===== src/jsu_pkg.sv =====
// Shared types, codes and character helpers for the JSON string unescaper.
package jsu_pkg;

    localparam int RES_MAX = 4;
    localparam int CNT_W   = $clog2(RES_MAX + 1);
    localparam int IDX_W   = $clog2(RES_MAX);

    localparam logic [1:0] K_BYTE  = 2'd0;
    localparam logic [1:0] K_CLOSE = 2'd1;
    localparam logic [1:0] K_ERR   = 2'd2;

    localparam logic [7:0] CH_QUOTE = 8'h22;
    localparam logic [7:0] CH_BSLASH = 8'h5C;
    localparam logic [7:0] CH_SLASH = 8'h2F;
    localparam logic [7:0] CH_U     = 8'h75;
    localparam logic [7:0] CH_QMARK = 8'h3F;

    localparam logic [7:0] UTF8_LEAD2 = 8'hC0;
    localparam logic [7:0] UTF8_LEAD3 = 8'hE0;
    localparam logic [7:0] UTF8_CONT  = 8'h80;
    localparam logic [15:0] UTF8_MAX1 = 16'h007F;
    localparam logic [15:0] UTF8_MAX2 = 16'h07FF;

    typedef enum logic [3:0] {
        PH_IDLE = 4'b0001,
        PH_STR  = 4'b0010,
        PH_ESC  = 4'b0100,
        PH_HEX  = 4'b1000
    } t_phase;

    typedef struct packed {
        logic [1:0] kind;
        logic [7:0] data;
    } t_result;

    typedef struct packed {
        logic [CNT_W-1:0]          cnt;
        t_result [RES_MAX-1:0]     res;
    } t_bundle;

    // Bit 4 is set when the byte is a hex digit, bits 3:0 hold its value.
    function automatic logic [4:0] hex_val(input logic [7:0] b);
        logic [7:0] d;
        d = 8'd0;
        if (b >= 8'h30 && b <= 8'h39) begin
            d = b - 8'h30;
            return {1'b1, d[3:0]};
        end else if (b >= 8'h61 && b <= 8'h66) begin
            d = b - 8'h57;
            return {1'b1, d[3:0]};
        end else if (b >= 8'h41 && b <= 8'h46) begin
            d = b - 8'h37;
            return {1'b1, d[3:0]};
        end
        return 5'd0;
    endfunction

    function automatic logic [7:0] simple_escape(input logic [7:0] e);
        logic [7:0] r;
        unique case (e)
            CH_QUOTE:  r = CH_QUOTE;
            CH_BSLASH: r = CH_BSLASH;
            CH_SLASH:  r = CH_SLASH;
            8'h62:     r = 8'h08;
            8'h66:     r = 8'h0C;
            8'h6E:     r = 8'h0A;
            8'h72:     r = 8'h0D;
            8'h74:     r = 8'h09;
            default:   r = CH_QMARK;
        endcase
        return r;
    endfunction

endpackage


===== src/jsu_decode.sv =====
// Input register, string state and per-byte decode into a bundle of results.
module jsu_decode import jsu_pkg::*; (
    input  logic       i_clk,
    input  logic       i_rst_n,
    input  logic       i_valid,
    output logic       o_ready,
    input  logic [7:0] i_text_byte,
    input  logic       i_string_start,
    input  logic       i_text_end,
    output logic       o_bnd_valid,
    input  logic       i_bnd_ready,
    output t_bundle    o_bnd
);

    logic        r_in_valid;
    logic [7:0]  r_byte;
    logic        r_start;
    logic        r_end;

    t_phase      r_phase, n_phase;
    logic [2:0]  r_hex_left, n_hex_left;
    logic [15:0] r_code, n_code;

    logic [4:0]            hex;
    logic [15:0]           code_next;
    t_result [RES_MAX-1:0] res;
    logic [CNT_W-1:0]      cnt;
    logic                  step;

    assign o_ready     = !r_in_valid || i_bnd_ready;
    assign o_bnd_valid = r_in_valid;
    assign step        = r_in_valid && i_bnd_ready;
    assign hex         = hex_val(r_byte);
    assign code_next   = {r_code[11:0], hex[3:0]};
    assign o_bnd.cnt   = cnt;
    assign o_bnd.res   = res;

    always_comb begin
        n_phase    = r_phase;
        n_hex_left = r_hex_left;
        n_code     = r_code;
        res        = '0;
        cnt        = '0;
        if (r_start) begin
            n_hex_left = 3'd0;
            n_code     = 16'd0;
            if (r_byte != CH_QUOTE) begin
                n_phase = PH_IDLE;
                res[0]  = '{kind: K_ERR, data: 8'h00};
                cnt     = CNT_W'(1);
            end else begin
                n_phase = PH_STR;
            end
        end else begin
            unique case (r_phase)
                PH_STR: begin
                    if (r_byte == CH_QUOTE) begin
                        n_phase = PH_IDLE;
                        res[0]  = '{kind: K_CLOSE, data: 8'h00};
                        cnt     = CNT_W'(1);
                    end else if (r_byte == CH_BSLASH) begin
                        n_phase = PH_ESC;
                    end else begin
                        res[0] = '{kind: K_BYTE, data: r_byte};
                        cnt    = CNT_W'(1);
                    end
                end
                PH_ESC: begin
                    if (r_byte == CH_U) begin
                        n_phase    = PH_HEX;
                        n_hex_left = 3'd4;
                        n_code     = 16'd0;
                    end else begin
                        n_phase = PH_STR;
                        res[0]  = '{kind: K_BYTE, data: simple_escape(r_byte)};
                        cnt     = CNT_W'(1);
                    end
                end
                PH_HEX: begin
                    if (!hex[4]) begin
                        n_phase    = PH_STR;
                        n_hex_left = 3'd0;
                        res[0]     = '{kind: K_BYTE, data: CH_QMARK};
                        cnt        = CNT_W'(1);
                    end else begin
                        n_code = code_next;
                        if (r_hex_left <= 3'd1) begin
                            n_phase    = PH_STR;
                            n_hex_left = 3'd0;
                            if (code_next <= UTF8_MAX1) begin
                                res[0] = '{kind: K_BYTE, data: code_next[7:0]};
                                cnt    = CNT_W'(1);
                            end else if (code_next <= UTF8_MAX2) begin
                                res[0] = '{kind: K_BYTE,
                                           data: UTF8_LEAD2 | {3'b000, code_next[10:6]}};
                                res[1] = '{kind: K_BYTE,
                                           data: UTF8_CONT | {2'b00, code_next[5:0]}};
                                cnt    = CNT_W'(2);
                            end else begin
                                res[0] = '{kind: K_BYTE,
                                           data: UTF8_LEAD3 | {4'b0000, code_next[15:12]}};
                                res[1] = '{kind: K_BYTE,
                                           data: UTF8_CONT | {2'b00, code_next[11:6]}};
                                res[2] = '{kind: K_BYTE,
                                           data: UTF8_CONT | {2'b00, code_next[5:0]}};
                                cnt    = CNT_W'(3);
                            end
                        end else begin
                            n_hex_left = r_hex_left - 3'd1;
                        end
                    end
                end
                default: ;
            endcase
        end

        if (r_end && n_phase != PH_IDLE) begin
            if (n_phase == PH_HEX) begin
                res[0] = '{kind: K_BYTE, data: CH_QMARK};
                res[1] = '{kind: K_ERR, data: 8'h00};
                cnt    = CNT_W'(2);
            end else begin
                res[cnt[IDX_W-1:0]] = '{kind: K_ERR, data: 8'h00};
                cnt = cnt + CNT_W'(1);
            end
            n_phase    = PH_IDLE;
            n_hex_left = 3'd0;
            n_code     = 16'd0;
        end
    end

    always_ff @(posedge i_clk) begin
        if (!i_rst_n) begin
            r_in_valid <= 1'b0;
            r_phase    <= PH_IDLE;
            r_hex_left <= 3'd0;
            r_code     <= 16'd0;
        end else begin
            if (o_ready) begin
                r_in_valid <= i_valid;
            end
            if (step) begin
                r_phase    <= n_phase;
                r_hex_left <= n_hex_left;
                r_code     <= n_code;
            end
        end
    end

    always_ff @(posedge i_clk) begin
        if (o_ready && i_valid) begin
            r_byte  <= i_text_byte;
            r_start <= i_string_start;
            r_end   <= i_text_end;
        end
    end

`ifndef SYNTH
    a_hex_count: assert property (@(posedge i_clk) disable iff (!i_rst_n)
        (r_phase == PH_HEX) |-> (r_hex_left != 3'd0 && r_hex_left <= 3'd4))
        else $error("hex digit count out of range inside a unicode escape");

    a_hex_idle: assert property (@(posedge i_clk) disable iff (!i_rst_n)
        (r_phase != PH_HEX) |-> (r_hex_left == 3'd0))
        else $error("hex digit count left over outside a unicode escape");

    a_end_closes: assert property (@(posedge i_clk) disable iff (!i_rst_n)
        (step && r_end) |=> (r_phase == PH_IDLE))
        else $error("string still open after the last text byte");
`endif

endmodule


===== src/jsu_emit.sv =====
// Result register that holds one bundle and sends its words out one per cycle.
module jsu_emit import jsu_pkg::*; (
    input  logic       i_clk,
    input  logic       i_rst_n,
    input  logic       i_bnd_valid,
    output logic       o_bnd_ready,
    input  t_bundle    i_bnd,
    output logic       o_valid,
    input  logic       i_ready,
    output logic [1:0] o_kind,
    output logic [7:0] o_out_byte,
    output logic       o_last
);

    logic [CNT_W-1:0]      r_left;
    t_result [RES_MAX-1:0] r_res;
    logic                  load;
    logic                  send;

    assign o_valid     = (r_left != '0);
    assign o_last      = (r_left == CNT_W'(1));
    assign o_kind      = r_res[0].kind;
    assign o_out_byte  = r_res[0].data;
    assign send        = o_valid && i_ready;
    assign o_bnd_ready = (r_left == '0) || (o_last && i_ready);
    assign load        = i_bnd_valid && o_bnd_ready;

    always_ff @(posedge i_clk) begin
        if (!i_rst_n) begin
            r_left <= '0;
        end else if (load) begin
            r_left <= i_bnd.cnt;
        end else if (send) begin
            r_left <= r_left - CNT_W'(1);
        end
    end

    always_ff @(posedge i_clk) begin
        if (load) begin
            r_res <= i_bnd.res;
        end else if (send) begin
            for (int i = 0; i < RES_MAX - 1; i++) begin
                r_res[i] <= r_res[i+1];
            end
            r_res[RES_MAX-1] <= '0;
        end
    end

`ifndef SYNTH
    a_left_range: assert property (@(posedge i_clk) disable iff (!i_rst_n)
        r_left <= CNT_W'(RES_MAX))
        else $error("result count exceeds the bundle size");

    a_burst_goes_on: assert property (@(posedge i_clk) disable iff (!i_rst_n)
        (send && !o_last) |=> o_valid)
        else $error("bundle dropped before its last word");

    a_empty_bundle: assert property (@(posedge i_clk) disable iff (!i_rst_n)
        (load && i_bnd.cnt == '0) |=> !o_valid)
        else $error("word shown for an item that has no result");
`endif

endmodule


===== src/json_string_unescape.sv =====
// Top level of the JSON string unescaper with UTF-8 output.
//
// The input channel (i_valid / o_ready) takes one word per cycle while
// o_ready is high: a JSON text byte, a flag that marks the opening quote
// of a string and a flag that marks the last byte of available text.
// The output channel (o_valid / i_ready) gives one word per cycle while
// i_ready is high: a kind (decoded byte, string closed, or error), the
// decoded byte and a flag on the final word caused by each input byte.
// An accepted byte is held in the input register while it is decoded;
// its results are then loaded into the result register, which shows its
// first result word. A byte with at most one result lets a new byte in
// every cycle while the receiver takes each word.
// A byte with k results (up to four, from a unicode escape that ends the
// text) holds the result register until its last word is sent, as the single
// output port sends one word per cycle while i_ready is high.
// When the receiver stalls, the result register holds its word and the
// input register holds the next byte; o_ready falls until space frees.
// A synchronous active-low reset closes any open string and empties both
// registers; no word is shown until new bytes arrive.
module json_string_unescape import jsu_pkg::*; (
    input  logic       i_clk,
    input  logic       i_rst_n,
    input  logic       i_valid,
    output logic       o_ready,
    input  logic [7:0] i_text_byte,
    input  logic       i_string_start,
    input  logic       i_text_end,
    output logic       o_valid,
    input  logic       i_ready,
    output logic [1:0] o_kind,
    output logic [7:0] o_out_byte,
    output logic       o_last
);

    logic    bnd_valid;
    logic    bnd_ready;
    t_bundle bnd;

    jsu_decode u_decode (
        .i_clk          (i_clk),
        .i_rst_n        (i_rst_n),
        .i_valid        (i_valid),
        .o_ready        (o_ready),
        .i_text_byte    (i_text_byte),
        .i_string_start (i_string_start),
        .i_text_end     (i_text_end),
        .o_bnd_valid    (bnd_valid),
        .i_bnd_ready    (bnd_ready),
        .o_bnd          (bnd)
    );

    jsu_emit u_emit (
        .i_clk       (i_clk),
        .i_rst_n     (i_rst_n),
        .i_bnd_valid (bnd_valid),
        .o_bnd_ready (bnd_ready),
        .i_bnd       (bnd),
        .o_valid     (o_valid),
        .i_ready     (i_ready),
        .o_kind      (o_kind),
        .o_out_byte  (o_out_byte),
        .o_last      (o_last)
    );

endmodule


===== config.mk =====
export PLATFORM = sky130hd
export DESIGN_NAME = json_string_unescape
export DESIGN_NICKNAME = d
export VERILOG_FILES = /design/src/jsu_pkg.sv /design/src/jsu_decode.sv /design/src/jsu_emit.sv /design/src/json_string_unescape.sv
export SDC_FILE = /design/constraint.sdc
export NUM_CORES = 1
export LEC_CHECK = 0
export ABC_CLOCK_PERIOD_IN_PS = 2950
export BUFFER_PORTS_ARGS = -buffer_cell sky130_fd_sc_hd__buf_2
export CORE_MARGIN = 2
export CORE_UTILIZATION = 45
export CTS_CLUSTER_DIAMETER = 200
export CTS_CLUSTER_SIZE = 20
export DETAILED_ROUTE_END_ITERATION = 10
export MAX_ROUTING_LAYER = met4
export SLEW_MARGIN = 10
export SYNTH_ARGS = -nofsm -noshare
export SYNTH_HDL_FRONTEND = slang
export SYNTH_SLANG_ARGS = --single-unit

===== constraint.sdc =====
create_clock -name i_clk -period 2.95 [get_ports i_clk]
set_input_delay 0.1475 -clock i_clk [delete_from_list [all_inputs] [get_ports i_clk]]
set_output_delay 0.1475 -clock i_clk [all_outputs]
set_load 0.005 [all_outputs]

==> metrics.md <==
| Metric | Value |
|---|---|
| Status | `completed` |
| Rel. slew slack | `0.494` |
| Multiplexer share of the synthesized area | `0.0139` |
| Fin util | `0.620` |
| Largest family of logic cells by synthesized area | `compound AO/OA/AOI/OAI gates` |
| Logic pwr share | `0.332` |
| Min Tclk post-route | `2950 ps` |
| Nets | `518` |
| Flop pwr share | `0.430` |
| Ranking of synthesized cells by area | `edfxtp_1, dfxtp_1, ha_1` |
| Dpl hpwl | `7.23 mm` |
| Adder-cell share of the synthesized area | `0.0452` |
| Die Ht | `96.8 µm` |
| Arrival time worst endpoint | `3150 ps` |
| Initial Util | `0.467` |
| Max-slew violation count | `0` |
| Switching Share | `0.348` |
| Port Buf Inserts | `26` |
| First-pass DRT Iterations | `5` |
| Highest Clock Rate | `339 MHz` |
| Hold Startpoint | `i_valid` |
| Synth Warn # | `0` |
| Fin area | `0.00515 mm²` |
| Startpoint Class | `flop` |
| Top FF cell, synth | `edfxtp_1` |
| Cells after Synth | `397` |
| Synthesized Nets | `425` |
| Area of the core | `0.00830 mm²` |
| Die width | `96.8 µm` |
| Total gr overflow | `0` |
| Root Buffer Master | `clkbuf_8` |
| Clk_lat worst skew | `350 ps` |
| Post-synth cell types | `83` |
| Final setup viols | `0` |
| Static leakage | `1.92 nW` |
| Clk slew on worst S/H paths | `80 ps` |
| Syn Area/Cell | `9.76 µm²` |
| TritonCTS clock tree | `built` |
| Worst EP required | `3160 ps` |
| Die footprint | `0.00937 mm²` |
| Yosys top cell by area | `edfxtp_1` |
| Internal Power | `1.88 mW` |
| Largest net degree at the start of global routing | `33` |
| Post-DP Area | `0.00440 mm²` |
| Post-synthesis async set-or-reset flop share | `0` |
| Antenna violations before repair | `0` |
| Global-route wire length before repair | `16.5 mm` |
| Hold WS | `18.2 ps` |
| Sw power | `1.00 mW` |
| Reg area | `0.00157 mm²` |
| CP max FO | `7` |
| Final number of hold-violating endpoints | `0` |
| Total Wirelength | `10.4 mm` |
| RSZ-0062 raised after global routing | `yes` |
| Slew @ Worst Pin | `759 ps` |
| Simple-Gate Fraction of Synth Area | `0.218` |
| Number of synthesized flops with an enable pin | `37` |
| Drt drc | `0` |
| Starting DRC count in detailed routing | `226` |
| Synthesis-stage register bit count | `60` |
| Synth Area in Compound Gates | `0.235` |
| GRT Total Usage | `0.223` |
| Min-delay worst type | `in2reg` |
| Synthesized cell area | `0.00388 mm²` |
| Routed WL per cell | `17.3 µm` |
| Antenna cell count | `0` |
| TritonCTS buffer count | `9` |
| Worst setup startpoint | `u_decode.r_byte[1]` |
| Clk pwr share | `0.238` |
| Routed via count | `3,469` |
| XOR/XNOR Fraction of Synth Area | `0.00904` |
| Type of the worst setup path | `reg2reg` |
| Num rows | `33` |
| Endpoint class of the critical path | `flop` |
| Ports | `27` |
| Post-Place Worst Slack | `-144 ps` |
| Area growth syn-to-layout | `32.8%` |
| Worst IR drop on VDD | `0.872 mV` |
| Post-route ant nets | `0` |
| Yosys top cell area share | `0.287` |
| Worst reg2reg path startpoint | `u_decode.r_byte[1]` |
| Pwr Density | `560 mW/mm²` |
| Sequential-to-total area share from yosys stat | `0.405` |
| Ratio of cells with drive above 1 in the final layout | `0.410` |
| H-tree Lvls | `3` |
| Area occupied by multi-input gates | `0.00235 mm²` |
| Setup TNS | `0 ps` |
| CTS Buffer Depth | `2` |
| Vias in the first global route | `3,333` |
| Skew final | `7.34 ps` |
| Final period util | `0.999` |
| Routability Congestion | `0.858` |
| Number of max-cap violations | `0` |
| Vias/cell | `5.78` |
| Fillers | `701` |
| CTS sink cnt | `60` |
| Worst setup margin | `2.06 ps` |
-- cell families after synthesis --
group,count (synthesis)
AO/OA/AOI/OAI,116
XOR/XNOR,4
adder cells (fa/ha/maj),14
buffers and inverters,45
flip-flops,60
multiplexers,5
AND/OR/NAND/NOR,153
-- per-stage QoR --
step           cells  total power [mW]
2_1_floorplan    397              1.86
3_3_place_gp     556              2.07
3_5_place_dp     556              2.09
4_1_cts          588              2.80
5_1_grt          600              3.05
6_report         600              2.88
-- critical path: stages, from the launching register on --
cell       delay, ps
edfxtp_1         470
buf_6            160
buf_6            120
a21o_1           170
a2111oi_4        400
nor4_4            70
o41a_1           450
o41a_1           480
nand2_4          120
nand3_4          180
a21oi_2          180
-- repair_timing --
item | 4_1_cts | 5_1_grt
buffers inserted | 6 | 11
hold buffers | 10 | 0
setup endpoints to repair | 42 | 43
cloned | 0 | 1
pin swaps | 6 | 21
endpoints found under the hold margin | 10 | 0
resized for setup | 14 | 60
-- sequential cells by signal, summed over array words and instances, names as in the netlist, 2 cells and up --
register	count
u_emit.r_left	3
u_decode.r_phase	4
u_decode.r_byte	8
u_emit.r_res	17
u_decode.r_hex_left	3
u_emit.o_out_byte	8
u_decode.r_code	12
u_emit.o_kind	2
-- cells in the final DEF (no fill, tap or decap), types with 8 or more instances in the layout --
master         netlist  layout
dfxtp_1             23      23
nor2_1              40      34
dlygate4sd3_1        0      10
inv_1               14      10
clkbuf_8             2       9
buf_4               14      66
a22oi_1              8       8
o21ai_0             22      13
edfxtp_1            37      37
nor3_1              13      12
a22o_1              13      13
buf_2                5      26
nand2_1             38      36
a21oi_1             20      14
-- final timing paths --
path	endpoint	slack (ps)	depth (start not counted)
max	u_emit.r_res[22]	2	10
min	u_decode.o_bnd_valid	20	3
max reg2reg	u_emit.r_res[22]	2	10
min reg2reg	u_decode.r_hex_left[1]	490	2
-- metal layers --
layer / track usage / wire [µm]
met5: - / 0
met4: 0.0737 / 168
met3: 0.0361 / 415
met2: 0.353 / 5070
met1: 0.294 / 4720
-- final cells by class --
class	count	area share
multi-input combinational	292	0.456
timing repair buffer	112	0.169
clock buffer	9	0.0241
clock inverter	7	0.00972
tap	105	0.0255
sequential	60	0.305
inverter	15	0.0109
-- power groups by stage --
stage | Combinational [mW] | Sequential (mW) | Clock (mW)
after floorplan | 0.630 | 1.23 | 0
after global routing | 1.06 | 1.26 | 0.729
after CTS | 0.873 | 1.24 | 0.691
final | 0.958 | 1.24 | 0.685
after global placement | 0.819 | 1.25 | 0
after detailed placement | 0.828 | 1.26 | 0
-- synth_stat cells, types with 7 or more instances --
| library cell | count |
|---|---|
| nor2_1 | 40 |
| nand2_1 | 38 |
| edfxtp_1 | 37 |
| dfxtp_1 | 23 |
| o21ai_0 | 22 |
| a21oi_1 | 20 |
| buf_4 | 14 |
| ha_1 | 14 |
| inv_1 | 14 |
| a22o_1 | 13 |
| nor3_1 | 13 |
| a22oi_1 | 8 |
| nor4_1 | 7 |
(Power assumes the default switching activity.)
